### config.mk
export PLATFORM = sky130hd
export DESIGN_NAME = cnkn_queue
export DESIGN_NICKNAME = d
export VERILOG_FILES = /design/src/rtl/cnkn_pkg.sv /design/src/rtl/cnkn_queue.sv
export SDC_FILE = /design/constraint.sdc
export NUM_CORES = 1
export LEC_CHECK = 0
export BUFFER_PORTS_ARGS = -buffer_cell sky130_fd_sc_hd__buf_2
export CORE_MARGIN = 8
export CORE_UTILIZATION = 50
export CTS_BUF_LIST = sky130_fd_sc_hd__clkbuf_8
export DETAILED_ROUTE_END_ITERATION = 8
export PLACE_DENSITY = 0.83
export SETUP_SLACK_MARGIN = 0.05
export SYNTH_ARGS = -nofsm -noshare
export SYNTH_HDL_FRONTEND = slang
export SYNTH_SLANG_ARGS = --single-unit
### constraint.sdc
create_clock -name clk -period 5 [get_ports clk]
set_input_delay 0 -clock clk [delete_from_list [all_inputs] [get_ports clk]]
set_output_delay 0 -clock clk [all_outputs]
set_load 0.05 [all_outputs]
### src/rtl/cnkn_pkg.sv
package cnkn_pkg;

  localparam logic [15:0] DENSITY_Q16 = 16'd26093;
  localparam logic [31:0] HASH_X      = 32'd702395077;
  localparam logic [31:0] HASH_Y      = 32'd915488749;
  localparam logic [31:0] HASH_Z      = 32'd2120969693;
  localparam logic [31:0] LCG_MUL     = 32'd1402024253;
  localparam logic [31:0] LCG_ADD     = 32'd586950981;
  localparam logic [31:0] EMPTY_DIST  = 32'hFFFF_FFFF;
  localparam logic [2:0]  ORDER_RST   = 3'd4;
  localparam logic [19:0] OUT_MAX     = 20'hF_FFFF;
  localparam int          DELTA_W     = 19;
  localparam int          QDEPTH      = 4;
  localparam int          QPW         = $clog2(QDEPTH);
  localparam logic [4:0]  LAST_CUBE   = 5'd26;

  localparam logic [1:0] OFF_M = 2'b11;
  localparam logic [1:0] OFF_Z = 2'b00;
  localparam logic [1:0] OFF_P = 2'b01;

  typedef struct packed {
    logic signed [1:0] x;
    logic signed [1:0] y;
    logic signed [1:0] z;
  } cnkn_off_t;

  typedef struct packed {
    logic [1:0]                rank;
    logic                      found;
    logic                      last;
    logic [31:0]               d2;
    logic signed [DELTA_W-1:0] dx;
    logic signed [DELTA_W-1:0] dy;
    logic signed [DELTA_W-1:0] dz;
    logic [31:0]               id;
  } cnkn_entry_t;

  localparam logic [2:0] PT_CNT_ROM [0:255] = '{
    3'd4,3'd3,3'd1,3'd1,3'd1,3'd2,3'd4,3'd2,3'd2,3'd2,3'd5,3'd1,3'd0,3'd2,3'd1,3'd2,
    3'd2,3'd0,3'd4,3'd3,3'd2,3'd1,3'd2,3'd1,3'd3,3'd2,3'd2,3'd4,3'd2,3'd2,3'd5,3'd1,
    3'd2,3'd3,3'd2,3'd2,3'd2,3'd2,3'd2,3'd3,3'd2,3'd4,3'd2,3'd5,3'd3,3'd2,3'd2,3'd2,
    3'd5,3'd3,3'd3,3'd5,3'd2,3'd1,3'd3,3'd3,3'd4,3'd4,3'd2,3'd3,3'd0,3'd4,3'd2,3'd2,
    3'd2,3'd1,3'd3,3'd2,3'd2,3'd2,3'd3,3'd3,3'd3,3'd1,3'd2,3'd0,3'd2,3'd1,3'd1,3'd2,
    3'd2,3'd2,3'd2,3'd5,3'd3,3'd2,3'd3,3'd2,3'd3,3'd2,3'd2,3'd1,3'd0,3'd2,3'd1,3'd1,
    3'd2,3'd1,3'd2,3'd2,3'd1,3'd3,3'd4,3'd2,3'd2,3'd2,3'd5,3'd4,3'd2,3'd4,3'd2,3'd2,
    3'd5,3'd4,3'd3,3'd2,3'd2,3'd5,3'd4,3'd3,3'd3,3'd3,3'd5,3'd2,3'd2,3'd2,3'd2,3'd2,
    3'd3,3'd1,3'd1,3'd4,3'd2,3'd1,3'd3,3'd3,3'd4,3'd3,3'd2,3'd4,3'd3,3'd3,3'd3,3'd4,
    3'd5,3'd1,3'd4,3'd2,3'd4,3'd3,3'd1,3'd2,3'd3,3'd5,3'd3,3'd2,3'd1,3'd3,3'd1,3'd3,
    3'd3,3'd3,3'd2,3'd3,3'd1,3'd5,3'd5,3'd4,3'd2,3'd2,3'd4,3'd1,3'd3,3'd4,3'd1,3'd5,
    3'd3,3'd3,3'd5,3'd3,3'd4,3'd3,3'd2,3'd2,3'd1,3'd1,3'd1,3'd1,3'd1,3'd2,3'd4,3'd5,
    3'd4,3'd5,3'd4,3'd2,3'd1,3'd5,3'd1,3'd1,3'd2,3'd3,3'd3,3'd3,3'd2,3'd5,3'd2,3'd3,
    3'd3,3'd2,3'd0,3'd2,3'd1,3'd1,3'd4,3'd2,3'd1,3'd3,3'd2,3'd1,3'd2,3'd2,3'd3,3'd2,
    3'd5,3'd5,3'd3,3'd4,3'd5,3'd5,3'd2,3'd4,3'd4,3'd5,3'd3,3'd2,3'd2,3'd2,3'd1,3'd4,
    3'd2,3'd3,3'd3,3'd4,3'd2,3'd5,3'd4,3'd2,3'd4,3'd2,3'd2,3'd2,3'd4,3'd5,3'd3,3'd2
  };

  // cube 0 is the home cube, then faces, edges and corners
  function automatic cnkn_off_t cnkn_offset(input logic [4:0] n);
    cnkn_off_t o;
    case (n)
      5'd1:    o = '{OFF_M, OFF_Z, OFF_Z};
      5'd2:    o = '{OFF_Z, OFF_M, OFF_Z};
      5'd3:    o = '{OFF_Z, OFF_Z, OFF_M};
      5'd4:    o = '{OFF_P, OFF_Z, OFF_Z};
      5'd5:    o = '{OFF_Z, OFF_P, OFF_Z};
      5'd6:    o = '{OFF_Z, OFF_Z, OFF_P};
      5'd7:    o = '{OFF_M, OFF_M, OFF_Z};
      5'd8:    o = '{OFF_M, OFF_Z, OFF_M};
      5'd9:    o = '{OFF_Z, OFF_M, OFF_M};
      5'd10:   o = '{OFF_P, OFF_P, OFF_Z};
      5'd11:   o = '{OFF_P, OFF_Z, OFF_P};
      5'd12:   o = '{OFF_Z, OFF_P, OFF_P};
      5'd13:   o = '{OFF_M, OFF_P, OFF_Z};
      5'd14:   o = '{OFF_M, OFF_Z, OFF_P};
      5'd15:   o = '{OFF_Z, OFF_M, OFF_P};
      5'd16:   o = '{OFF_P, OFF_M, OFF_Z};
      5'd17:   o = '{OFF_P, OFF_Z, OFF_M};
      5'd18:   o = '{OFF_Z, OFF_P, OFF_M};
      5'd19:   o = '{OFF_M, OFF_M, OFF_M};
      5'd20:   o = '{OFF_M, OFF_M, OFF_P};
      5'd21:   o = '{OFF_M, OFF_P, OFF_M};
      5'd22:   o = '{OFF_M, OFF_P, OFF_P};
      5'd23:   o = '{OFF_P, OFF_M, OFF_M};
      5'd24:   o = '{OFF_P, OFF_M, OFF_P};
      5'd25:   o = '{OFF_P, OFF_P, OFF_M};
      5'd26:   o = '{OFF_P, OFF_P, OFF_P};
      default: o = '{OFF_Z, OFF_Z, OFF_Z};
    endcase
    return o;
  endfunction

  function automatic logic [DELTA_W-2:0] cnkn_mag(input logic signed [DELTA_W-1:0] v);
    logic [DELTA_W-1:0] m;
    m = v[DELTA_W-1] ? -v : v;
    return m[DELTA_W-2:0];
  endfunction

endpackage

### src/rtl/cnkn_queue.sv
module cnkn_queue import cnkn_pkg::*; (
  input  logic        clk,
  input  logic        rst_n,
  input  logic        wr_valid,
  output logic        wr_ready,
  input  cnkn_entry_t wr_data,
  output logic        rd_valid,
  input  logic        rd_ready,
  output cnkn_entry_t rd_data
);

  cnkn_entry_t    mem_r [QDEPTH];
  logic [QPW-1:0] wr_ptr_r, rd_ptr_r;
  logic [QPW:0]   cnt_r;
  logic           push, pop;

  assign wr_ready = cnt_r != (QPW+1)'(QDEPTH);
  assign rd_valid = cnt_r != '0;
  assign rd_data  = mem_r[rd_ptr_r];
  assign push     = wr_valid && wr_ready;
  assign pop      = rd_valid && rd_ready;

  always_ff @(posedge clk) begin
    if (!rst_n) begin
      wr_ptr_r <= '0;
      rd_ptr_r <= '0;
      cnt_r    <= '0;
    end else begin
      if (push) wr_ptr_r <= wr_ptr_r + 1'b1;
      if (pop) rd_ptr_r <= rd_ptr_r + 1'b1;
      if (push && !pop) cnt_r <= cnt_r + 1'b1;
      else if (pop && !push) cnt_r <= cnt_r - 1'b1;
    end
  end

  always_ff @(posedge clk) begin
    if (push) mem_r[wr_ptr_r] <= wr_data;
  end

endmodule

==> summary.txt <==
Min path
  • Min-delay src: wr_data[107]
  • HP Class: in2reg
  • Hold Path Depth: 2

STA
  • Hold Slack: 0.143 ns
  • Final slew viol count: 0
  • Max-slew headroom: 43.3%
  • Final Hold Vio Count: 0
  • Minimum clock period: 2.98 ns
  • RSZ-0062 raised after global routing: false
  • Max Freq: 0.336 GHz
  • Final setup violation count: 0
  • Worst-Margin Slew: 0.851 ns
  • Final period utilization: 59.5%
  • Fin Clk Skew: 0.0150 ns
  • Total Neg Setup Slack: 0 ns

Logic synthesis
  • Post-Syn Nets: 836
  • Synth Cell Area: 18500 um2
  • Cells after Synth: 701
  • Top cell type by total area after synthesis: edfxtp_1
  • Largest cells by area after synthesis: edfxtp_1 (81%), mux4_2 (15%), dfxtp_1 (0.98%)
  • Yosys warns: 0
  • Syn avg cell area: 26.4 um2
  • Seq/Total Area, Yosys: 82.2%
  • Synth top area share: between 80% and 90%
  • Post-synth cell types: 22
  • Synthesized flop and latch total: 509

Detailed routing
  • DRC Markers: 0
  • First drt pass iteration count: 5
  • Routed WL: 38400 um
  • Initial DRC count: around 670
  • Routed len/inst: 23.0 um
  • Vias/cell: 5.40
  • Post-route ant nets: 0
  • Via count: roughly 9000

Cells and area
  • Commonest non-fill, non-tap cell in the layout: edfxtp_1
  • Layout area overhead: 24.9%
  • # fillers: around 2400
  • Commonest non-fill, non-tap cells in the layout: edfxtp_1 (500), buf_2 (255), dlygate4sd3_1 (129)
  • Area of the multi-input gates: 3100 um2
  • Share of cells above drive strength 1: between 40 and 50%
  • Final core utilization: a little over three fifths
  • Seq. cell area: 15200 um2
  • Nets: 1282

Critical path
  • Kind of critical path: reg2out
  • Crit Path Max Fanout: 56
  • CP Capture Type: output port
  • Element type at the critical path start: flop
  • CP required: 5.00 ns
  • Worst r2r src: cnt_r[0]$_SDFFE_PN0P_
  • Worst-case reg-to-reg path depth: 4
  • Critical path arrival: 2.98 ns

Pwr
  • Comb power frac: 32.3%
  • Max VDD drop: between 0.4 and 0.5 mV
  • Static Leak: slightly below 0.008 uW
  • Final Total Pwr: approximately 13000 uW
  • P_int: ~8200 uW
  • PwrDens: 552 nW/um2
  • Clock group share of total power: 25.5%
  • Net switching power: ~4500 uW
  • Sequential group share of total power: 42.2%
  • Sw frac: between 30% and 40%

Clocking
  • CTS tree: yes
  • Max clock buf depth: 3
  • Skew-Pair Late Insertion Delay: 0.61 ns
  • CTS root buf: clkbuf_8
  • Clock transition at path regs: roughly 0.060 ns
  • # H-tree levels: 3
  • Setup Buffers After CTS: 0
  • CTS Buf Count: 80
  • Clock sinks: between 500 and 600

Run status
  • Outcome: complete, no violations

Die
  • Row cnt: 70
  • Die Height: between 200 and 250 um
  • Chip Width: 208 um
  • I/O pins: 256
  • Starting Density: just over 50%
  • Die area: ~43000 um2
  • Placeable Area: 36500 um2

Global routing
  • First-pass GRT wire length: 58700 um
  • GRT Total Usage: 17.8%
  • Vias in the first global route: 10000
  • Initial antenna violation count: 4
  • Largest net degree at the start of global routing: 82
  • GRT overflow: 0

Placement
  • RD Place Congestion: 0.730
  • Number of port buffers: 255
  • Dpl hpwl: 22100 um

Job
  • Max-cap violations: 0
## worst max-delay path, cell delays in order, from the launching register on
cell	delay, ns
dfxtp_4	0.88
buf_4	0.67
mux4_2	0.44
buf_2	0.24
## cell usage after synthesis
cell type / instances
edfxtp_1: 500
mux4_2: 125
buf_2: 14
dfxtp_1: 9
and2_1: 8
clkbuf_1: 8
buf_6: 7
ha_1: 5
nand2_1: 5
inv_1: 3
mux2i_1: 3
xnor2_1: 3
or3_1: 2
a21boi_0: 1
a21boi_2: 1
fa_1: 1
nor2_1: 1
nor2b_1: 1
o21ai_0: 1
o311ai_0: 1
o31ai_1: 1
xor2_1: 1
## repair_timing
item,in CTS,in global routing
hold endpoints to repair,509,0
resized for setup,0,0
hold buffers,129,0
## area by class of cell
cell class	count	area share, %
diodes	3	0.0325
clock buffers	85	5.07
clock inverters	49	1.31
inverters	3	0.0488
multi-input cells	160	13.4
flip-flops and latches	509	65.9
well taps	468	2.54
repair buffers	393	11.7
## flip-flops by register name, indices dropped and copies added, names as in the netlist, named ones only
register / flops
wr_ptr_r: 2
mem_r: 500
cnt_r: 3
rd_ptr_r: 2
## kinds of logic after synthesis
logic type | after synthesis | synth area share (%)
AOI/OAI and AO/OA | 5 | 0.217
xor gates and xnor gates | 4 | 0.190
adders and majority gates | 6 | 0.447
buffers and inverters | 32 | 1.03
DFF | 509 | 82.2
muxes | 128 | 15.4
and+or+nand+nor | 17 | 0.494
## through the flow
| step | std cells | setup WS [ns] | area (um2) |
|---|---|---|---|
| final | 1670 | 2.02 | 23100 |
| after global routing | 1669 | 1.91 | 23100 |
| after CTS | 1667 | 1.95 | 23100 |
| after detailed placement | 1404 | 2.41 | 20300 |
| after global placement | 1404 | 2.44 | 20300 |
| after floorplan | 701 | 0.808 | 18500 |
## power by group through the flow
stage	registers (uW)	logic, uW	clock network (uW)
6_report	5390	4120	3250
2_1_floorplan	5390	3240	0
3_3_place_gp	5450	4040	0
4_1_cts	5390	4160	3310
3_5_place_dp	5480	4060	0
5_1_grt	5430	4310	3490
## routing by layer
metal	wire [um]	GRT usage (%)	vias up
met1	15300	22.3	4633
met5	31	0	-
met2	19200	29.6	394
met3	3220	5.22	49
met4	637	5.85	4
li1	-	-	3932
## path summary, 6_finish.rpt
check                                  end  slack, ns
setup / recovery               rd_data[31]       2.02
hold / removal     mem_r[1][107]$_DFFE_PP_       0.14
setup reg to reg     mem_r[3][7]$_DFFE_PP_       2.38
hold reg to reg   wr_ptr_r[1]$_SDFFE_PN0P_       0.51
(Power assumes the default switching activity.)
