[src/rtl/cnkn_pkg.sv]
package cnkn_pkg;

  localparam logic [15:0] DENSITY_Q16 = 16'd26093;
  localparam logic [31:0] HASH_X      = 32'd702395077;
  localparam logic [31:0] HASH_Y      = 32'd915488749;
  localparam logic [31:0] HASH_Z      = 32'd2120969693;
  localparam logic [31:0] LCG_MUL     = 32'd1402024253;
  localparam logic [31:0] LCG_ADD     = 32'd586950981;
  localparam logic [31:0] EMPTY_DIST  = 32'hFFFF_FFFF;
  localparam logic [2:0]  ORDER_RST   = 3'd4;
  localparam logic [19:0] OUT_MAX     = 20'hF_FFFF;
  localparam int          DELTA_W     = 19;
  localparam int          QDEPTH      = 4;
  localparam int          QPW         = $clog2(QDEPTH);
  localparam logic [4:0]  LAST_CUBE   = 5'd26;

  localparam logic [1:0] OFF_M = 2'b11;
  localparam logic [1:0] OFF_Z = 2'b00;
  localparam logic [1:0] OFF_P = 2'b01;

  typedef struct packed {
    logic signed [1:0] x;
    logic signed [1:0] y;
    logic signed [1:0] z;
  } cnkn_off_t;

  typedef struct packed {
    logic [1:0]                rank;
    logic                      found;
    logic                      last;
    logic [31:0]               d2;
    logic signed [DELTA_W-1:0] dx;
    logic signed [DELTA_W-1:0] dy;
    logic signed [DELTA_W-1:0] dz;
    logic [31:0]               id;
  } cnkn_entry_t;

  localparam logic [2:0] PT_CNT_ROM [0:255] = '{
    3'd4,3'd3,3'd1,3'd1,3'd1,3'd2,3'd4,3'd2,3'd2,3'd2,3'd5,3'd1,3'd0,3'd2,3'd1,3'd2,
    3'd2,3'd0,3'd4,3'd3,3'd2,3'd1,3'd2,3'd1,3'd3,3'd2,3'd2,3'd4,3'd2,3'd2,3'd5,3'd1,
    3'd2,3'd3,3'd2,3'd2,3'd2,3'd2,3'd2,3'd3,3'd2,3'd4,3'd2,3'd5,3'd3,3'd2,3'd2,3'd2,
    3'd5,3'd3,3'd3,3'd5,3'd2,3'd1,3'd3,3'd3,3'd4,3'd4,3'd2,3'd3,3'd0,3'd4,3'd2,3'd2,
    3'd2,3'd1,3'd3,3'd2,3'd2,3'd2,3'd3,3'd3,3'd3,3'd1,3'd2,3'd0,3'd2,3'd1,3'd1,3'd2,
    3'd2,3'd2,3'd2,3'd5,3'd3,3'd2,3'd3,3'd2,3'd3,3'd2,3'd2,3'd1,3'd0,3'd2,3'd1,3'd1,
    3'd2,3'd1,3'd2,3'd2,3'd1,3'd3,3'd4,3'd2,3'd2,3'd2,3'd5,3'd4,3'd2,3'd4,3'd2,3'd2,
    3'd5,3'd4,3'd3,3'd2,3'd2,3'd5,3'd4,3'd3,3'd3,3'd3,3'd5,3'd2,3'd2,3'd2,3'd2,3'd2,
    3'd3,3'd1,3'd1,3'd4,3'd2,3'd1,3'd3,3'd3,3'd4,3'd3,3'd2,3'd4,3'd3,3'd3,3'd3,3'd4,
    3'd5,3'd1,3'd4,3'd2,3'd4,3'd3,3'd1,3'd2,3'd3,3'd5,3'd3,3'd2,3'd1,3'd3,3'd1,3'd3,
    3'd3,3'd3,3'd2,3'd3,3'd1,3'd5,3'd5,3'd4,3'd2,3'd2,3'd4,3'd1,3'd3,3'd4,3'd1,3'd5,
    3'd3,3'd3,3'd5,3'd3,3'd4,3'd3,3'd2,3'd2,3'd1,3'd1,3'd1,3'd1,3'd1,3'd2,3'd4,3'd5,
    3'd4,3'd5,3'd4,3'd2,3'd1,3'd5,3'd1,3'd1,3'd2,3'd3,3'd3,3'd3,3'd2,3'd5,3'd2,3'd3,
    3'd3,3'd2,3'd0,3'd2,3'd1,3'd1,3'd4,3'd2,3'd1,3'd3,3'd2,3'd1,3'd2,3'd2,3'd3,3'd2,
    3'd5,3'd5,3'd3,3'd4,3'd5,3'd5,3'd2,3'd4,3'd4,3'd5,3'd3,3'd2,3'd2,3'd2,3'd1,3'd4,
    3'd2,3'd3,3'd3,3'd4,3'd2,3'd5,3'd4,3'd2,3'd4,3'd2,3'd2,3'd2,3'd4,3'd5,3'd3,3'd2
  };

  // cube 0 is the home cube, then faces, edges and corners
  function automatic cnkn_off_t cnkn_offset(input logic [4:0] n);
    cnkn_off_t o;
    case (n)
      5'd1:    o = '{OFF_M, OFF_Z, OFF_Z};
      5'd2:    o = '{OFF_Z, OFF_M, OFF_Z};
      5'd3:    o = '{OFF_Z, OFF_Z, OFF_M};
      5'd4:    o = '{OFF_P, OFF_Z, OFF_Z};
      5'd5:    o = '{OFF_Z, OFF_P, OFF_Z};
      5'd6:    o = '{OFF_Z, OFF_Z, OFF_P};
      5'd7:    o = '{OFF_M, OFF_M, OFF_Z};
      5'd8:    o = '{OFF_M, OFF_Z, OFF_M};
      5'd9:    o = '{OFF_Z, OFF_M, OFF_M};
      5'd10:   o = '{OFF_P, OFF_P, OFF_Z};
      5'd11:   o = '{OFF_P, OFF_Z, OFF_P};
      5'd12:   o = '{OFF_Z, OFF_P, OFF_P};
      5'd13:   o = '{OFF_M, OFF_P, OFF_Z};
      5'd14:   o = '{OFF_M, OFF_Z, OFF_P};
      5'd15:   o = '{OFF_Z, OFF_M, OFF_P};
      5'd16:   o = '{OFF_P, OFF_M, OFF_Z};
      5'd17:   o = '{OFF_P, OFF_Z, OFF_M};
      5'd18:   o = '{OFF_Z, OFF_P, OFF_M};
      5'd19:   o = '{OFF_M, OFF_M, OFF_M};
      5'd20:   o = '{OFF_M, OFF_M, OFF_P};
      5'd21:   o = '{OFF_M, OFF_P, OFF_M};
      5'd22:   o = '{OFF_M, OFF_P, OFF_P};
      5'd23:   o = '{OFF_P, OFF_M, OFF_M};
      5'd24:   o = '{OFF_P, OFF_M, OFF_P};
      5'd25:   o = '{OFF_P, OFF_P, OFF_M};
      5'd26:   o = '{OFF_P, OFF_P, OFF_P};
      default: o = '{OFF_Z, OFF_Z, OFF_Z};
    endcase
    return o;
  endfunction

  function automatic logic [DELTA_W-2:0] cnkn_mag(input logic signed [DELTA_W-1:0] v);
    logic [DELTA_W-1:0] m;
    m = v[DELTA_W-1] ? -v : v;
    return m[DELTA_W-2:0];
  endfunction

endpackage

[src/rtl/cnkn_format.sv]
module cnkn_format import cnkn_pkg::*; (
  input  logic         clk,
  input  logic         rst_n,
  input  logic         q_valid,
  output logic         q_ready,
  input  cnkn_entry_t  q_data,
  output logic         out_tvalid,
  input  logic         out_tready,
  output logic [119:0] out_tdata,
  output logic [2:0]   out_tuser,
  output logic         out_tlast
);

  localparam logic [2:0] F_IDLE = 3'd0;
  localparam logic [2:0] F_SQRT = 3'd1;
  localparam logic [2:0] F_DINI = 3'd2;
  localparam logic [2:0] F_MUL  = 3'd3;
  localparam logic [2:0] F_FIN  = 3'd4;
  localparam logic [2:0] F_OUT  = 3'd5;

  localparam logic [5:0] SQRT_STEPS = 6'd17;

  // ceil(2^49 / density), exact for 18-bit operands with a 33-bit shift
  localparam logic [34:0] RECIP    = 35'h5_05F4_8F71;
  localparam logic [17:0] RECIP_LO = RECIP[17:0];
  localparam logic [16:0] RECIP_HI = RECIP[34:18];

  logic [2:0]  state_r;
  logic [5:0]  cnt_r;
  cnkn_entry_t ent_r;
  logic [35:0] v_r;
  logic [21:0] rem_r;
  logic [17:0] root_r;
  logic [17:0] x_r   [4];
  logic [35:0] plo_r [4];
  logic [34:0] phi_r [4];
  logic [19:0] dist_r;
  logic [20:0] dlt_r  [3];

  logic [21:0] rem_s, trial;
  logic [53:0] prod [4];
  logic [19:0] sat [4];
  logic        neg [3];

  assign rem_s = {rem_r[19:0], v_r[35:34]};
  assign trial = {2'b0, root_r, 2'b01};

  always_comb begin
    for (int l = 0; l < 4; l++) begin
      prod[l] = {1'b0, phi_r[l], 18'b0} + {18'b0, plo_r[l]};
      sat[l]  = (prod[l][53:33] > {1'b0, OUT_MAX}) ? OUT_MAX : prod[l][52:33];
    end
    neg[0] = ent_r.dx[DELTA_W-1];
    neg[1] = ent_r.dy[DELTA_W-1];
    neg[2] = ent_r.dz[DELTA_W-1];
  end

  assign q_ready    = (state_r == F_IDLE);
  assign out_tvalid = (state_r == F_OUT);
  assign out_tdata  = {5'b0, ent_r.found ? ent_r.id : 32'b0,
                       dlt_r[2], dlt_r[1], dlt_r[0], dist_r};
  assign out_tuser  = {ent_r.found, ent_r.rank};
  assign out_tlast  = ent_r.last;

  always_ff @(posedge clk) begin
    if (!rst_n) begin
      state_r <= F_IDLE;
      cnt_r   <= '0;
    end else begin
      case (state_r)
        F_IDLE: if (q_valid) begin
          cnt_r   <= '0;
          state_r <= q_data.found ? F_SQRT : F_OUT;
        end
        F_SQRT: begin
          cnt_r <= cnt_r + 6'd1;
          if (cnt_r == SQRT_STEPS) state_r <= F_DINI;
        end
        F_DINI:  state_r <= F_MUL;
        F_MUL:   state_r <= F_FIN;
        F_FIN:   state_r <= F_OUT;
        F_OUT:   if (out_tready) state_r <= F_IDLE;
        default: state_r <= F_IDLE;
      endcase
    end
  end

  always_ff @(posedge clk) begin
    case (state_r)
      F_IDLE: if (q_valid) begin
        ent_r  <= q_data;
        v_r    <= {q_data.d2, 4'b0};
        rem_r  <= '0;
        root_r <= '0;
        dist_r <= '0;
        for (int a = 0; a < 3; a++) dlt_r[a] <= '0;
      end
      F_SQRT: begin
        v_r <= {v_r[33:0], 2'b00};
        if (rem_s >= trial) begin
          rem_r  <= rem_s - trial;
          root_r <= {root_r[16:0], 1'b1};
        end else begin
          rem_r  <= rem_s;
          root_r <= {root_r[16:0], 1'b0};
        end
      end
      F_DINI: begin
        x_r[0] <= root_r;
        x_r[1] <= cnkn_mag(ent_r.dx);
        x_r[2] <= cnkn_mag(ent_r.dy);
        x_r[3] <= cnkn_mag(ent_r.dz);
      end
      F_MUL: begin
        for (int l = 0; l < 4; l++) begin
          plo_r[l] <= x_r[l] * RECIP_LO;
          phi_r[l] <= x_r[l] * RECIP_HI;
        end
      end
      F_FIN: begin
        dist_r <= sat[0];
        for (int a = 0; a < 3; a++) begin
          dlt_r[a] <= neg[a] ? -{1'b0, sat[a+1]} : {1'b0, sat[a+1]};
        end
      end
      default: ;
    endcase
  end

endmodule

[config.mk]
export PLATFORM = sky130hd
export DESIGN_NAME = cnkn_format
export DESIGN_NICKNAME = d
export VERILOG_FILES = /design/src/rtl/cnkn_pkg.sv /design/src/rtl/cnkn_format.sv
export SDC_FILE = /design/constraint.sdc
export NUM_CORES = 2
export LEC_CHECK = 0
export ABC_AREA = 1
export ABC_CLOCK_PERIOD_IN_PS = 10300
export BUFFER_PORTS_ARGS = -buffer_cell sky130_fd_sc_hd__buf_4
export CAP_MARGIN = 40
export CORE_MARGIN = 3
export CORE_UTILIZATION = 59
export CTS_CLUSTER_DIAMETER = 100
export CTS_CLUSTER_SIZE = 12
export DETAILED_ROUTE_END_ITERATION = 10
export PLACE_DENSITY_LB_ADDON = 0.3
export SYNTH_ARGS = -nofsm -noshare
export SYNTH_HDL_FRONTEND = slang
export SYNTH_SLANG_ARGS = --single-unit
[constraint.sdc]
create_clock -name clk -period 10.3 [get_ports clk]
set_clock_uncertainty 0.15 [all_clocks]
set_input_delay 1.03 -clock clk [delete_from_list [all_inputs] [get_ports clk]]
set_output_delay 1.03 -clock clk [all_outputs]
set_load 0.03 [all_outputs]
==> results.ini <==
[routing]
wire_per_inst_um = 18.5
drt_iter0_drc = 3401
wl_mm = 176
dr.pass1.iters = 6
vias = 51600
ant_nets = 0
drcViolationCount = 0
vias_per_cell = 5.43

[critical_path]
end_kind = flop
cp_max_fo = 11
worstPathArrival_ns = 7.11
worstPathRequired_ns = 10.56
crit_path_start_kind = flop
critPathKind = reg2reg

[die]
start_util = 0.596
ioPinCount = 255
rows = 125
core-area_um2 = 116000
die_height_um = 349
die_area_um2 = 122000
die_x_um = 349

[timing]
tns_ns = 0
setup_violations = 0
post-route-min-period_ns = 6.86
max_clock_freq_mhz = 146
hold_viol = 0
rsz0062_at_grt = no
fin_crit_sh = 0.666
tightest_slew_ns = 0.946
slew_viol_final = 0
slew_headroom = 0.369

[clocking]
clk-insertion-delay-late_ns = 0.67
cts_max_level = 2
cts_tree = done
holdBufCountCts = 0
cts_setup_buffers = 0
cts_resized = 0
cts_buffer_depth = 3
root_buffer = clkbuf_16
cts.sinks = 531
numCtsBuffers = 53
cts.clk_slew.worst_paths_ns = 0.06

[yosys]
synth-seq-area-share = 0.229
ys.flop_type = edfxtp_1
synth-seq-cells = 531
avgSynthCellArea_um2 = 9.02
synth.top_cell.area_share = 0.226
yosysUniqueCellTypes = 67
synth.most_common_cell = inv_1
syn_inst = 7684
synth_edf_count = 522
async_reset_ff_frac = 0
synth_area_leader_cell = edfxtp_1
synth_area_leaders = edfxtp_1, ha_1, fa_1
synth_commonest_cells = inv_1, ha_1, nand2_1
synth_warnings = 0
synth_area_um2 = 69300

[cells_and_area]
fin_cells = 9504
area_growth_pct = 7.50
utilization = 0.640
num-nets-final = 10100
fin_area_um2 = 74500
drive_above_1_share = 0.0524

[global_routing]
grt_pass1_vias = 53900
grt_pass1_wl_mm = 282
antenna_found_initial = 3
grt_start_max_net_pins = 73
grt.overflow.total = 0
grtUsageTotal = 0.295

[outcome]
status = finished, final reports clean

[placement]
gp_congestion = 0.965
placed_area_um2 = 73100
place_inst = 9429
port_buffers = 249
dpl.hpwl_mm = 149

[worst_hold_path]
min_path_type = reg2reg

[flow_run]
maxCapViolCount = 0

## worst max-delay path, cell delays in order, from the launching register on
cell and delay (ns):
edfxtp_1 0.74, fa_1 0.72, inv_1 0.07, fa_1 0.53
inv_1 0.04, ha_1 0.16, inv_1 0.06, fa_1 0.46
fa_1 0.56, inv_1 0.05, fa_1 0.45, ha_1 0.31
inv_1 0.10, o21ai_0 0.09, a21oi_1 0.46, o21ai_0 0.18
a21oi_1 0.35, o21ai_1 0.16, a21oi_1 0.32, o21ai_0 0.23
nand2_1 0.11, nand2_1 0.08, xor2_1 0.18
## sequential cells by signal (all words and copies together) (netlist names)
register	count
dlt_r	63
state_r	3
root_r	18
out_tuser	3
cnt_r	6
out_tlast	1
phi_r	136
rem_r	20
plo_r	68
v_r	32
dist_r	20
x_r	72
ent_r	89
## logic make-up after synthesis
group,count (synthesis),synth area share
AOI/OAI and AO/OA,822,0.0657
adders and majority gates,1972,0.435
buffers and inverters,2041,0.112
DFF,531,0.229
and+or+nand+nor,2048,0.125
xor gates and xnor gates,269,0.0341
other,1,0.0000541
## metrics by stage
step | worst slack, ns | hold WS, ns
global route | 3.16 | 0.301
CTS | 3.52 | 0.297
global placement | 3.56 | 0.283
floorplan | 3.02 | 0.276
finish | 3.44 | 0.297
detailed placement | 3.53 | 0.285
## cell type report
cell class	instances	area (um^2)
Fill cell	9813	41800
Timing Repair Buffer	272	2060
Clock buffer	62	1380
Multi-Input combinational cell	5116	45800
Inverter	1987	7460
Tap cell	1524	1910
Sequential cell	531	15900
Clock inverter	11	76.3
Antenna cell	1	2.50
## routing by layer
layer	vias up	part of all wire	routed length (um)	GRT usage
li1	25000	-	-	-
met1	24800	0.44	77300	0.400
met2	1520	0.47	82000	0.492
met3	289	0.066	11700	0.0518
met4	2	0.027	4700	0.0732
met5	-	0.000074	13	0
## cell usage in the layout (no fill, tap or decap), types with 5 or more instances in the layout
cell | synthesis | layout
o211ai_1 | 14 | 14
o21ai_0 | 209 | 209
a31oi_1 | 20 | 20
inv_1 | 1977 | 1975
nor2_1 | 422 | 418
inv_2 | 6 | 7
nand3_1 | 201 | 201
or2_1 | 9 | 9
a221oi_1 | 8 | 8
nor2_2 | 17 | 17
nand2_1 | 1136 | 1136
conb_1 | 1 | 5
clkbuf_1 | 33 | 8
nand3b_1 | 21 | 21
nor2_4 | 5 | 9
fa_1 | 728 | 728
o41ai_1 | 5 | 5
edfxtp_1 | 522 | 522
ha_1 | 1244 | 1244
o21ai_1 | 26 | 26
nor3b_1 | 7 | 7
xnor2_1 | 80 | 80
nand4_1 | 81 | 81
nor4_1 | 18 | 18
a21oi_1 | 428 | 428
a21oi_2 | 8 | 8
clkbuf_16 | 0 | 54
clkinv_1 | 4 | 6
o21a_1 | 18 | 18
xor2_1 | 188 | 188
buf_4 | 11 | 269
nor3_1 | 88 | 87
nand2_2 | 18 | 18
a21boi_0 | 10 | 10
a21o_1 | 16 | 16
and3_1 | 7 | 7
o31ai_1 | 7 | 7
dfxtp_1 | 9 | 9
o21bai_1 | 27 | 27
## path summary, 6_finish.rpt
| path | start | end | slack [ns] | cells after the start |
|---|---|---|---|---|
| min | root_r[9] | x_r[0][9] | 0.30 | 0 |
| min reg2reg | root_r[9] | x_r[0][9] | 0.30 | 0 |
| max reg2reg | x_r[3][4] | phi_r[3][24] | 3.44 | 22 |
| max | x_r[3][4] | phi_r[3][24] | 3.44 | 22 |
Power is not shown: default switching activity piles up to over one toggle a cycle in this logic, so the estimate is an artifact.
