--- src/rtl/cnkn_pkg.sv ---
package cnkn_pkg;

  localparam logic [15:0] DENSITY_Q16 = 16'd26093;
  localparam logic [31:0] HASH_X      = 32'd702395077;
  localparam logic [31:0] HASH_Y      = 32'd915488749;
  localparam logic [31:0] HASH_Z      = 32'd2120969693;
  localparam logic [31:0] LCG_MUL     = 32'd1402024253;
  localparam logic [31:0] LCG_ADD     = 32'd586950981;
  localparam logic [31:0] EMPTY_DIST  = 32'hFFFF_FFFF;
  localparam logic [2:0]  ORDER_RST   = 3'd4;
  localparam logic [19:0] OUT_MAX     = 20'hF_FFFF;
  localparam int          DELTA_W     = 19;
  localparam int          QDEPTH      = 4;
  localparam int          QPW         = $clog2(QDEPTH);
  localparam logic [4:0]  LAST_CUBE   = 5'd26;

  localparam logic [1:0] OFF_M = 2'b11;
  localparam logic [1:0] OFF_Z = 2'b00;
  localparam logic [1:0] OFF_P = 2'b01;

  typedef struct packed {
    logic signed [1:0] x;
    logic signed [1:0] y;
    logic signed [1:0] z;
  } cnkn_off_t;

  typedef struct packed {
    logic [1:0]                rank;
    logic                      found;
    logic                      last;
    logic [31:0]               d2;
    logic signed [DELTA_W-1:0] dx;
    logic signed [DELTA_W-1:0] dy;
    logic signed [DELTA_W-1:0] dz;
    logic [31:0]               id;
  } cnkn_entry_t;

  localparam logic [2:0] PT_CNT_ROM [0:255] = '{
    3'd4,3'd3,3'd1,3'd1,3'd1,3'd2,3'd4,3'd2,3'd2,3'd2,3'd5,3'd1,3'd0,3'd2,3'd1,3'd2,
    3'd2,3'd0,3'd4,3'd3,3'd2,3'd1,3'd2,3'd1,3'd3,3'd2,3'd2,3'd4,3'd2,3'd2,3'd5,3'd1,
    3'd2,3'd3,3'd2,3'd2,3'd2,3'd2,3'd2,3'd3,3'd2,3'd4,3'd2,3'd5,3'd3,3'd2,3'd2,3'd2,
    3'd5,3'd3,3'd3,3'd5,3'd2,3'd1,3'd3,3'd3,3'd4,3'd4,3'd2,3'd3,3'd0,3'd4,3'd2,3'd2,
    3'd2,3'd1,3'd3,3'd2,3'd2,3'd2,3'd3,3'd3,3'd3,3'd1,3'd2,3'd0,3'd2,3'd1,3'd1,3'd2,
    3'd2,3'd2,3'd2,3'd5,3'd3,3'd2,3'd3,3'd2,3'd3,3'd2,3'd2,3'd1,3'd0,3'd2,3'd1,3'd1,
    3'd2,3'd1,3'd2,3'd2,3'd1,3'd3,3'd4,3'd2,3'd2,3'd2,3'd5,3'd4,3'd2,3'd4,3'd2,3'd2,
    3'd5,3'd4,3'd3,3'd2,3'd2,3'd5,3'd4,3'd3,3'd3,3'd3,3'd5,3'd2,3'd2,3'd2,3'd2,3'd2,
    3'd3,3'd1,3'd1,3'd4,3'd2,3'd1,3'd3,3'd3,3'd4,3'd3,3'd2,3'd4,3'd3,3'd3,3'd3,3'd4,
    3'd5,3'd1,3'd4,3'd2,3'd4,3'd3,3'd1,3'd2,3'd3,3'd5,3'd3,3'd2,3'd1,3'd3,3'd1,3'd3,
    3'd3,3'd3,3'd2,3'd3,3'd1,3'd5,3'd5,3'd4,3'd2,3'd2,3'd4,3'd1,3'd3,3'd4,3'd1,3'd5,
    3'd3,3'd3,3'd5,3'd3,3'd4,3'd3,3'd2,3'd2,3'd1,3'd1,3'd1,3'd1,3'd1,3'd2,3'd4,3'd5,
    3'd4,3'd5,3'd4,3'd2,3'd1,3'd5,3'd1,3'd1,3'd2,3'd3,3'd3,3'd3,3'd2,3'd5,3'd2,3'd3,
    3'd3,3'd2,3'd0,3'd2,3'd1,3'd1,3'd4,3'd2,3'd1,3'd3,3'd2,3'd1,3'd2,3'd2,3'd3,3'd2,
    3'd5,3'd5,3'd3,3'd4,3'd5,3'd5,3'd2,3'd4,3'd4,3'd5,3'd3,3'd2,3'd2,3'd2,3'd1,3'd4,
    3'd2,3'd3,3'd3,3'd4,3'd2,3'd5,3'd4,3'd2,3'd4,3'd2,3'd2,3'd2,3'd4,3'd5,3'd3,3'd2
  };

  // cube 0 is the home cube, then faces, edges and corners
  function automatic cnkn_off_t cnkn_offset(input logic [4:0] n);
    cnkn_off_t o;
    case (n)
      5'd1:    o = '{OFF_M, OFF_Z, OFF_Z};
      5'd2:    o = '{OFF_Z, OFF_M, OFF_Z};
      5'd3:    o = '{OFF_Z, OFF_Z, OFF_M};
      5'd4:    o = '{OFF_P, OFF_Z, OFF_Z};
      5'd5:    o = '{OFF_Z, OFF_P, OFF_Z};
      5'd6:    o = '{OFF_Z, OFF_Z, OFF_P};
      5'd7:    o = '{OFF_M, OFF_M, OFF_Z};
      5'd8:    o = '{OFF_M, OFF_Z, OFF_M};
      5'd9:    o = '{OFF_Z, OFF_M, OFF_M};
      5'd10:   o = '{OFF_P, OFF_P, OFF_Z};
      5'd11:   o = '{OFF_P, OFF_Z, OFF_P};
      5'd12:   o = '{OFF_Z, OFF_P, OFF_P};
      5'd13:   o = '{OFF_M, OFF_P, OFF_Z};
      5'd14:   o = '{OFF_M, OFF_Z, OFF_P};
      5'd15:   o = '{OFF_Z, OFF_M, OFF_P};
      5'd16:   o = '{OFF_P, OFF_M, OFF_Z};
      5'd17:   o = '{OFF_P, OFF_Z, OFF_M};
      5'd18:   o = '{OFF_Z, OFF_P, OFF_M};
      5'd19:   o = '{OFF_M, OFF_M, OFF_M};
      5'd20:   o = '{OFF_M, OFF_M, OFF_P};
      5'd21:   o = '{OFF_M, OFF_P, OFF_M};
      5'd22:   o = '{OFF_M, OFF_P, OFF_P};
      5'd23:   o = '{OFF_P, OFF_M, OFF_M};
      5'd24:   o = '{OFF_P, OFF_M, OFF_P};
      5'd25:   o = '{OFF_P, OFF_P, OFF_M};
      5'd26:   o = '{OFF_P, OFF_P, OFF_P};
      default: o = '{OFF_Z, OFF_Z, OFF_Z};
    endcase
    return o;
  endfunction

  function automatic logic [DELTA_W-2:0] cnkn_mag(input logic signed [DELTA_W-1:0] v);
    logic [DELTA_W-1:0] m;
    m = v[DELTA_W-1] ? -v : v;
    return m[DELTA_W-2:0];
  endfunction

endpackage

--- src/rtl/cnkn_search.sv ---
module cnkn_search import cnkn_pkg::*; #(
  parameter int NEAR_SLOTS = 4,
  localparam int KW = $clog2(NEAR_SLOTS + 1)
) (
  input  logic          clk,
  input  logic          rst_n,
  input  logic          in_tvalid,
  output logic          in_tready,
  input  logic [95:0]   in_tdata,
  input  logic [KW-1:0] k,
  output logic          q_valid,
  input  logic          q_ready,
  output cnkn_entry_t   q_data
);

  localparam int IW = (NEAR_SLOTS > 1) ? $clog2(NEAR_SLOTS) : 1;

  localparam logic [4:0] ST_IDLE = 5'd0;
  localparam logic [4:0] ST_SC   = 5'd1;
  localparam logic [4:0] ST_SCW  = 5'd2;
  localparam logic [4:0] ST_LOI  = 5'd3;
  localparam logic [4:0] ST_LOW  = 5'd4;
  localparam logic [4:0] ST_HIW  = 5'd5;
  localparam logic [4:0] ST_CUBE = 5'd6;
  localparam logic [4:0] ST_H1   = 5'd7;
  localparam logic [4:0] ST_H2   = 5'd8;
  localparam logic [4:0] ST_H3   = 5'd9;
  localparam logic [4:0] ST_LI   = 5'd10;
  localparam logic [4:0] ST_LW   = 5'd11;
  localparam logic [4:0] ST_PT   = 5'd12;
  localparam logic [4:0] ST_DX   = 5'd13;
  localparam logic [4:0] ST_Q0   = 5'd14;
  localparam logic [4:0] ST_Q1   = 5'd15;
  localparam logic [4:0] ST_Q2   = 5'd16;
  localparam logic [4:0] ST_Q3   = 5'd17;
  localparam logic [4:0] ST_INS  = 5'd18;
  localparam logic [4:0] ST_NXT  = 5'd19;
  localparam logic [4:0] ST_EM   = 5'd20;

  localparam logic [2:0] LC_FZ   = 3'd2;
  localparam logic [2:0] LC_SEED = 3'd3;
  localparam logic [2:0] LC_CUBE = 3'd4;

  logic [4:0]  state_r;
  logic [1:0]  ax_r;
  logic [31:0] coord_r [3];
  logic [KW-1:0] k_r;
  logic [KW-1:0] e_r;
  logic signed [15:0] cell_r [3];
  logic [15:0] frac_r [3];
  logic [27:0] lo_r [3];
  logic [28:0] hi_r [3];
  logic [63:0] mul_r;
  logic [4:0]  n_r;
  logic [31:0] acc_r;
  logic [31:0] seed_r;
  logic [2:0]  cnt_r;
  logic [2:0]  j_r;
  logic [2:0]  lc_r;
  logic [31:0] id_r;
  logic [15:0] f_r [3];
  logic signed [1:0] off_r [3];
  logic signed [DELTA_W-1:0] d_r [3];
  logic [35:0] sq_r;

  logic [31:0] best_d_r  [NEAR_SLOTS];
  logic [31:0] best_id_r [NEAR_SLOTS];
  logic signed [DELTA_W-1:0] best_x_r [NEAR_SLOTS];
  logic signed [DELTA_W-1:0] best_y_r [NEAR_SLOTS];
  logic signed [DELTA_W-1:0] best_z_r [NEAR_SLOTS];

  logic [31:0] mul_a, mul_b;
  logic [47:0] prod48;
  logic [31:0] s_val;
  cnkn_off_t   cur_off;
  logic [30:0] bound;
  logic        visit;
  logic [KW-1:0] km1;
  logic [IW-1:0] kidx, eidx;
  logic [31:0] cube_x, cube_y, cube_z;
  logic [31:0] hsum, lcg_nv;
  logic [31:0] d2;
  logic [16:0] hi_base;

  assign km1  = k_r - 1'b1;
  assign kidx = km1[IW-1:0];
  assign eidx = e_r[IW-1:0];
  assign cur_off = cnkn_offset(n_r);
  assign cube_x = 32'(cell_r[0]) + 32'(cur_off.x);
  assign cube_y = 32'(cell_r[1]) + 32'(off_r[1]);
  assign cube_z = 32'(cell_r[2]) + 32'(off_r[2]);
  assign hsum   = acc_r + mul_r[31:0];
  assign lcg_nv = mul_r[31:0] + LCG_ADD;
  assign d2     = sq_r[35:4];
  assign hi_base = 17'h1_0000 - {1'b0, frac_r[ax_r]};
  assign prod48 = mul_r[47:0] - (coord_r[ax_r][31] ? {DENSITY_Q16, 32'b0} : 48'b0);
  assign s_val  = prod48[47:16];

  always_comb begin
    bound = '0;
    if (cur_off.x == OFF_M) bound = bound + 31'(lo_r[0]);
    else if (cur_off.x == OFF_P) bound = bound + 31'(hi_r[0]);
    if (cur_off.y == OFF_M) bound = bound + 31'(lo_r[1]);
    else if (cur_off.y == OFF_P) bound = bound + 31'(hi_r[1]);
    if (cur_off.z == OFF_M) bound = bound + 31'(lo_r[2]);
    else if (cur_off.z == OFF_P) bound = bound + 31'(hi_r[2]);
  end
  assign visit = {1'b0, bound} < best_d_r[kidx];

  always_comb begin
    mul_a = '0;
    mul_b = '0;
    case (state_r)
      ST_SC:   begin mul_a = coord_r[ax_r]; mul_b = {16'b0, DENSITY_Q16}; end
      ST_LOI:  begin mul_a = {16'b0, frac_r[ax_r]}; mul_b = {16'b0, frac_r[ax_r]}; end
      ST_LOW:  begin mul_a = {15'b0, hi_base}; mul_b = {15'b0, hi_base}; end
      ST_CUBE: begin mul_a = cube_x; mul_b = HASH_X; end
      ST_H1:   begin mul_a = cube_y; mul_b = HASH_Y; end
      ST_H2:   begin mul_a = cube_z; mul_b = HASH_Z; end
      ST_LI:   begin mul_a = seed_r; mul_b = LCG_MUL; end
      ST_Q0:   begin mul_a = 32'(cnkn_mag(d_r[0])); mul_b = 32'(cnkn_mag(d_r[0])); end
      ST_Q1:   begin mul_a = 32'(cnkn_mag(d_r[1])); mul_b = 32'(cnkn_mag(d_r[1])); end
      ST_Q2:   begin mul_a = 32'(cnkn_mag(d_r[2])); mul_b = 32'(cnkn_mag(d_r[2])); end
      default: begin mul_a = '0; mul_b = '0; end
    endcase
  end

  assign in_tready = (state_r == ST_IDLE);
  assign q_valid   = (state_r == ST_EM);

  always_comb begin
    q_data.rank  = 2'(e_r);
    q_data.found = best_d_r[eidx] != EMPTY_DIST;
    q_data.last  = e_r == km1;
    q_data.d2    = best_d_r[eidx];
    q_data.dx    = best_x_r[eidx];
    q_data.dy    = best_y_r[eidx];
    q_data.dz    = best_z_r[eidx];
    q_data.id    = best_id_r[eidx];
  end

  always_ff @(posedge clk) begin
    if (!rst_n) begin
      state_r <= ST_IDLE;
      ax_r    <= '0;
      n_r     <= '0;
      j_r     <= '0;
      lc_r    <= '0;
      e_r     <= '0;
    end else begin
      case (state_r)
        ST_IDLE: if (in_tvalid) begin
          ax_r    <= '0;
          state_r <= ST_SC;
        end
        ST_SC:   state_r <= ST_SCW;
        ST_SCW:  state_r <= ST_LOI;
        ST_LOI:  state_r <= ST_LOW;
        ST_LOW:  state_r <= ST_HIW;
        ST_HIW: begin
          if (ax_r == 2'd2) begin
            n_r     <= '0;
            state_r <= ST_CUBE;
          end else begin
            ax_r    <= ax_r + 2'd1;
            state_r <= ST_SC;
          end
        end
        ST_CUBE: state_r <= visit ? ST_H1 : ST_NXT;
        ST_H1:   state_r <= ST_H2;
        ST_H2:   state_r <= ST_H3;
        ST_H3: begin
          lc_r    <= LC_CUBE;
          state_r <= ST_LI;
        end
        ST_LI:   state_r <= ST_LW;
        ST_LW: begin
          case (lc_r)
            LC_CUBE: begin
              j_r     <= '0;
              state_r <= (cnt_r == 3'd0) ? ST_NXT : ST_PT;
            end
            LC_SEED: state_r <= ST_DX;
            default: begin
              lc_r    <= lc_r + 3'd1;
              state_r <= ST_LI;
            end
          endcase
        end
        ST_PT: begin
          lc_r    <= '0;
          state_r <= ST_LI;
        end
        ST_DX:   state_r <= ST_Q0;
        ST_Q0:   state_r <= ST_Q1;
        ST_Q1:   state_r <= ST_Q2;
        ST_Q2:   state_r <= ST_Q3;
        ST_Q3:   state_r <= ST_INS;
        ST_INS: begin
          j_r     <= j_r + 3'd1;
          state_r <= (j_r + 3'd1 == cnt_r) ? ST_NXT : ST_PT;
        end
        ST_NXT: begin
          if (n_r == LAST_CUBE) begin
            e_r     <= '0;
            state_r <= ST_EM;
          end else begin
            n_r     <= n_r + 5'd1;
            state_r <= ST_CUBE;
          end
        end
        ST_EM: if (q_ready) begin
          if (e_r == km1) state_r <= ST_IDLE;
          else e_r <= e_r + 1'b1;
        end
        default: state_r <= ST_IDLE;
      endcase
    end
  end

  always_ff @(posedge clk) begin
    mul_r <= mul_a * mul_b;
    case (state_r)
      ST_IDLE: if (in_tvalid) begin
        coord_r[0] <= in_tdata[31:0];
        coord_r[1] <= in_tdata[63:32];
        coord_r[2] <= in_tdata[95:64];
        k_r        <= k;
      end
      ST_SCW: begin
        cell_r[ax_r] <= s_val[31:16];
        frac_r[ax_r] <= s_val[15:0];
      end
      ST_LOW: lo_r[ax_r] <= mul_r[31:4];
      ST_HIW: begin
        hi_r[ax_r] <= mul_r[32:4];
        for (int i = 0; i < NEAR_SLOTS; i++) best_d_r[i] <= EMPTY_DIST;
      end
      ST_CUBE: begin
        off_r[0] <= cur_off.x;
        off_r[1] <= cur_off.y;
        off_r[2] <= cur_off.z;
      end
      ST_H1: acc_r <= mul_r[31:0];
      ST_H2: acc_r <= hsum;
      ST_H3: begin
        seed_r <= hsum;
        cnt_r  <= PT_CNT_ROM[hsum[31:24]];
      end
      ST_LW: begin
        seed_r <= lcg_nv;
        if (lc_r <= LC_FZ) f_r[lc_r[1:0]] <= lcg_nv[31:16];
      end
      ST_PT: id_r <= seed_r;
      ST_DX: begin
        for (int a = 0; a < 3; a++) begin
          d_r[a] <= $signed({off_r[a][1], off_r[a], 16'b0}) + $signed({3'b0, f_r[a]})
                    - $signed({3'b0, frac_r[a]});
        end
      end
      ST_Q1: sq_r <= mul_r[35:0];
      ST_Q2: sq_r <= sq_r + mul_r[35:0];
      ST_Q3: sq_r <= sq_r + mul_r[35:0];
      ST_INS: begin
        // sorted list: shift the tail down, drop the new point into its slot
        if (d2 < best_d_r[0]) begin
          best_d_r[0]  <= d2;
          best_id_r[0] <= id_r;
          best_x_r[0]  <= d_r[0];
          best_y_r[0]  <= d_r[1];
          best_z_r[0]  <= d_r[2];
        end
        for (int i = 1; i < NEAR_SLOTS; i++) begin
          if (i < int'(k_r)) begin
            if (d2 < best_d_r[i-1]) begin
              best_d_r[i]  <= best_d_r[i-1];
              best_id_r[i] <= best_id_r[i-1];
              best_x_r[i]  <= best_x_r[i-1];
              best_y_r[i]  <= best_y_r[i-1];
              best_z_r[i]  <= best_z_r[i-1];
            end else if (d2 < best_d_r[i]) begin
              best_d_r[i]  <= d2;
              best_id_r[i] <= id_r;
              best_x_r[i]  <= d_r[0];
              best_y_r[i]  <= d_r[1];
              best_z_r[i]  <= d_r[2];
            end
          end
        end
      end
      default: ;
    endcase
  end

endmodule

--- config.mk ---
export PLATFORM = sky130hd
export DESIGN_NAME = cnkn_search
export DESIGN_NICKNAME = d
export VERILOG_FILES = /design/src/rtl/cnkn_pkg.sv /design/src/rtl/cnkn_search.sv
export SDC_FILE = /design/constraint.sdc
export NUM_CORES = 2
export LEC_CHECK = 0
export BUFFER_PORTS_ARGS = -buffer_cell sky130_fd_sc_hd__buf_2
export CORE_ASPECT_RATIO = 1.75
export CORE_MARGIN = 4
export CORE_UTILIZATION = 60
export DETAILED_ROUTE_END_ITERATION = 7
export PLACE_DENSITY = 0.77
export SYNTH_ARGS = -nofsm -noshare
export SYNTH_HDL_FRONTEND = slang
export SYNTH_SLANG_ARGS = --single-unit
--- constraint.sdc ---
create_clock -name clk -period 16.9 [get_ports clk]
set_input_delay 0 -clock clk [delete_from_list [all_inputs] [get_ports clk]]
set_output_delay 0 -clock clk [all_outputs]
set_load 0.005 [all_outputs]
==> reports/results.tsv <==
stage	metric	value	unit
floorplanning	core.rowCount	193	
power	power.static_leakage	44.6	nW
logic_synthesis	gate_count_post_synth	8707	
setup_path	crit_start	off_r[0][5]	
detailed_routing	avgViaCountPerCell	6.49	
floorplanning	fp.coreArea	0.158	sq mm
logic_synthesis	synth_seq_cells	1191	
power	power.net_switching	0.00496	W
clocking	hold_buffers	202	
cells_and_area	fillerInstances	11868	
logic_synthesis	async_reset_ff_share	0	%
setup_path	timing.critical_path.to_type	register	
grt	grt.total_usage	42.8	%
clocking	clk_path_buf_depth	3	
detailed_routing	routed-via-count	73225	
clocking	clk_transition_reported_paths	0.07	ns
min_path	worstHoldPathType	in -> reg	
setup_path	worst_path_max_delay_cell	sky130_fd_sc_hd__a21oi_2	
setup_path	worst_path_largest_cell_delay	1.08	ns
placement	place_congestion	1.09	
grt	grt_antenna_before_repair	19	
grt	global_route.usage.met2	70.8	%
power	p_int	0.00679	W
power	share_seq_of_total_power	31.2	%
floorplanning	dieHeight	536	um
grt	grt_pass1_vias	76781	
sta	post-route-period-util	83.3	%
detailed_routing	detail_route.iter0.violations	7281	
power	power.combinational.fraction	45.8	%
sta	fin_skew	0.0865	ns
setup_path	rr_worst_depth	38	
power	netSwitchingFraction	42.2	%
setup_path	r2r_start	off_r[0][5]	
setup_path	cpMostUsedCell	sky130_fd_sc_hd__fa_1	
detailed_routing	dr_pass1_iterations	8	
logic_synthesis	synthesis.area	0.0954	sq mm
placement	dpl_worst_slack	3.27	ns
detailed_routing	wl	351000	um
placement	dp.cells	10854	
placement	post-dp-hpwl	268000	um
flow_run	max_cap_viol_count	3	
sta	post-route-worst-setup-slack	2.82	ns
cells_and_area	drive_gt1_share	12.8	%
min_path	hold_path.startpoint	in_tvalid	
cells_and_area	flow.area_growth_from_synthesis	10.6	%
clocking	postCtsSetupRepairBufs	0	
logic_synthesis	ys.warnings.count	0	
grt	grt_start_max_net_pins	88	
cells_and_area	finalInstanceArea	0.106	sq mm
setup_path	worstPathRequired	17.60	ns
logic_synthesis	number_of_flops_mapped_to_enable_cells_by_yosys	1112	
sta	slew_viol_final	8	
floorplanning	chipWidth	309	um
clocking	post_cts_resize_count	0	
sta	timing.slew.headroom	-2.09	%
placement	io_buffers	229	
min_path	hold_path_depth	4	
logic_synthesis	synth_flop_cell	sky130_fd_sc_hd__edfxtp_1	
grt	grt.overflow.total	0	
outcome	violations	design-rule violations, max-capacitance violations, max-slew violations	
placement	dpl_cell_area	0.0996	sq mm
clocking	clock_insertion_delay_at_the_later_pin_of_the_skew_report	0.80	ns
sta	layout_min_cycle_time	14.08	ns
sta	rsz_0062_raised_after_global_routing	no	
floorplanning	count_of_pins_on_the_block_boundary	230	
logic_synthesis	synthesized_area_per_cell	11.0	sq um
grt	wire_length_of_the_first_global_routing_pass	510000	um
sta	final.setup.tns	0	ns
outcome	outcome	complete, but fails checks	
setup_path	critPathLaunchType	register	
grt	global_route.usage.met3	9.60	%
clocking	cts_root_buffer	sky130_fd_sc_hd__clkbuf_16	
logic_synthesis	yosysSeqAreaShare	36.6	%
detailed_routing	routedWlPerCell	31.1	um
cells_and_area	finalCoreUtilization	66.7	%
sta	tightest_slew	1.53	ns
logic_synthesis	synth_cell_types	96	
cells_and_area	register_area	0.0350	sq mm
clocking	clock_tree_from_tritoncts	done	
setup_path	worstPathMaxFanout	22	
cells_and_area	instances_no_fill	11277	
floorplanning	dieArea	0.166	sq mm
clocking	htreeDepth	3	
detailed_routing	post-route-drc-count	1	
cells_and_area	multi_input_comb_area	0.0552	sq mm
sta	fmax	0.0710	GHz
floorplanning	initial_core_util	60.3	%
sta	setup_violations	0	
clocking	clock-sinks	1191	
sta	finalHoldViolCount	0	
power	pwr-share-clk	23.0	%
clocking	tritoncts.num_buffers	108	
grt	globalRoute.busiestLayer	met2	
detailed_routing	antenna_left	0	
setup_path	timing.critical_path.arrival	14.78	ns
setup_path	critical_path_class	reg -> reg	
cells_and_area	finish.net_count	10648	
grt	globalRouteMet1Util	42.4	%
power	ir_worst_vdd	0.121	mV
power	power_per_cell_area	111	mW/mm^2
## synthesized netlist by cell type (20+ instances only)
cell / number / area (sq um)
sky130_fd_sc_hd__a211o_1: 28 / 245
sky130_fd_sc_hd__a211oi_1: 45 / 338
sky130_fd_sc_hd__a21boi_0: 40 / 300
sky130_fd_sc_hd__a21o_1: 175 / 1310
sky130_fd_sc_hd__a21oi_1: 405 / 2030
sky130_fd_sc_hd__a221o_1: 39 / 390
sky130_fd_sc_hd__a31oi_1: 46 / 288
sky130_fd_sc_hd__and2_1: 52 / 325
sky130_fd_sc_hd__and3_1: 60 / 375
sky130_fd_sc_hd__buf_1: 46 / 173
sky130_fd_sc_hd__clkbuf_1: 266 / 998
sky130_fd_sc_hd__dfxtp_1: 79 / 1580
sky130_fd_sc_hd__edfxtp_1: 1112 / 33400
sky130_fd_sc_hd__fa_1: 776 / 15500
sky130_fd_sc_hd__ha_1: 650 / 8130
sky130_fd_sc_hd__inv_1: 1146 / 4300
sky130_fd_sc_hd__mux2_2: 280 / 3150
sky130_fd_sc_hd__mux2i_1: 110 / 1100
sky130_fd_sc_hd__mux4_2: 170 / 3830
sky130_fd_sc_hd__nand2_1: 713 / 2680
sky130_fd_sc_hd__nand2b_1: 111 / 694
sky130_fd_sc_hd__nand3_1: 92 / 460
sky130_fd_sc_hd__nand4_1: 51 / 319
sky130_fd_sc_hd__nor2_1: 644 / 2420
sky130_fd_sc_hd__nor2b_1: 76 / 475
sky130_fd_sc_hd__nor3_1: 96 / 480
sky130_fd_sc_hd__nor4_1: 24 / 150
sky130_fd_sc_hd__o211ai_1: 30 / 225
sky130_fd_sc_hd__o21a_1: 60 / 450
sky130_fd_sc_hd__o21ai_0: 386 / 1930
sky130_fd_sc_hd__o21bai_1: 41 / 308
sky130_fd_sc_hd__o22a_1: 34 / 298
sky130_fd_sc_hd__o22ai_1: 20 / 125
sky130_fd_sc_hd__o31ai_1: 31 / 233
sky130_fd_sc_hd__or2_2: 31 / 194
sky130_fd_sc_hd__or3_1: 72 / 450
sky130_fd_sc_hd__xnor2_1: 224 / 1960
sky130_fd_sc_hd__xor2_1: 166 / 1450
## area by class of cell
cell class | count | share of cell area (%)
antenna | 16 | 0.0379
clock buffer | 128 | 2.76
timing repair buffer | 620 | 4.34
tap | 2047 | 2.43
sequential | 1191 | 33.1
inverter | 1152 | 4.10
clock inverter | 77 | 0.872
multi-input combinational | 6046 | 52.3
## path summary, 6_finish.rpt
kind	to	slack (ns)
setup / recovery	mul_r[42]	2.82
hold / removal	state_r[0]	0.34
setup reg to reg	mul_r[42]	2.82
hold reg to reg	id_r[17]	0.48
## power by group through the flow
stage	clock network [W]	registers, W	logic (W)
floorplan	0	0.00371	0.00308
detailed placement	0	0.00372	0.00511
global placement	0	0.00371	0.00505
CTS	0.00271	0.00365	0.00518
finish	0.00271	0.00366	0.00538
global route	0.00283	0.00366	0.00569
## stage by stage
stage / hold WS, ns / total power, W
2_1_floorplan: 0.0989 / 0.00679
3_3_place_gp: 0.176 / 0.00877
3_5_place_dp: 0.178 / 0.00883
4_1_cts: 0.290 / 0.0115
5_1_grt: 0.359 / 0.0122
6_report: 0.337 / 0.0118
## critical path: cells and delay by family (launching register included)
family	cells	cell delay, ns
fa+ha+maj	10	4.83
compound gates	13	4.31
simple gates	8	2.15
buf+inv	6	1.50
flops	1	0.99
xor+xnor	1	0.14
## registers in the layout, indices dropped and copies added, names as in the netlist, 76 cells and up, named ones only
signal / cells
best_id_r: 128
best_d_r: 128
lo_r: 84
best_z_r: 76
best_x_r: 76
coord_r: 96
best_y_r: 76
hi_r: 87
## layout by cell type, fill, tap and decap left out, types with 34 or more instances in the layout
cell type	instances
sky130_fd_sc_hd__o21a_1	60
sky130_fd_sc_hd__dfxtp_1	71
sky130_fd_sc_hd__mux2_2	280
sky130_fd_sc_hd__and3_1	56
sky130_fd_sc_hd__nand2b_1	110
sky130_fd_sc_hd__o21bai_1	41
sky130_fd_sc_hd__a21o_1	175
sky130_fd_sc_hd__nand3_1	90
sky130_fd_sc_hd__o21ai_0	383
sky130_fd_sc_hd__a31oi_1	45
sky130_fd_sc_hd__edfxtp_1	1112
sky130_fd_sc_hd__mux4_2	170
sky130_fd_sc_hd__xor2_1	166
sky130_fd_sc_hd__fa_1	776
sky130_fd_sc_hd__o22a_1	34
sky130_fd_sc_hd__dlygate4sd3_1	202
sky130_fd_sc_hd__a21oi_1	403
sky130_fd_sc_hd__nor2b_1	76
sky130_fd_sc_hd__xnor2_1	224
sky130_fd_sc_hd__or3_1	71
sky130_fd_sc_hd__a211oi_1	43
sky130_fd_sc_hd__nand2_1	710
sky130_fd_sc_hd__ha_1	649
sky130_fd_sc_hd__nand4_1	51
sky130_fd_sc_hd__a21boi_0	40
sky130_fd_sc_hd__a221o_1	39
sky130_fd_sc_hd__clkbuf_16	114
sky130_fd_sc_hd__buf_2	229
sky130_fd_sc_hd__nor2_1	631
sky130_fd_sc_hd__inv_1	1144
sky130_fd_sc_hd__nor3_1	92
sky130_fd_sc_hd__and2_1	52
sky130_fd_sc_hd__buf_4	189
sky130_fd_sc_hd__mux2i_1	110
## metal layers
layer  vias up  wire (um)
met1     36151     105000
met4        10      49800
met3      1655      29000
li1      31185          -
met2      4224     167000
met5         -         66
## cells by family after synthesis
logic type / count (synthesis) / share of synthesized area [%]
AOI/OAI and AO/OA: 1563 / 10.6
xor gates and xnor gates: 390 / 3.58
adders and majority gates: 1426 / 24.8
buffers and inverters: 1483 / 5.87
DFF: 1191 / 36.6
muxes: 560 / 8.47
other: 1 / 0.00393
and+or+nand+nor: 2093 / 10.1
Note: power is estimated with default switching activity, not from simulation.
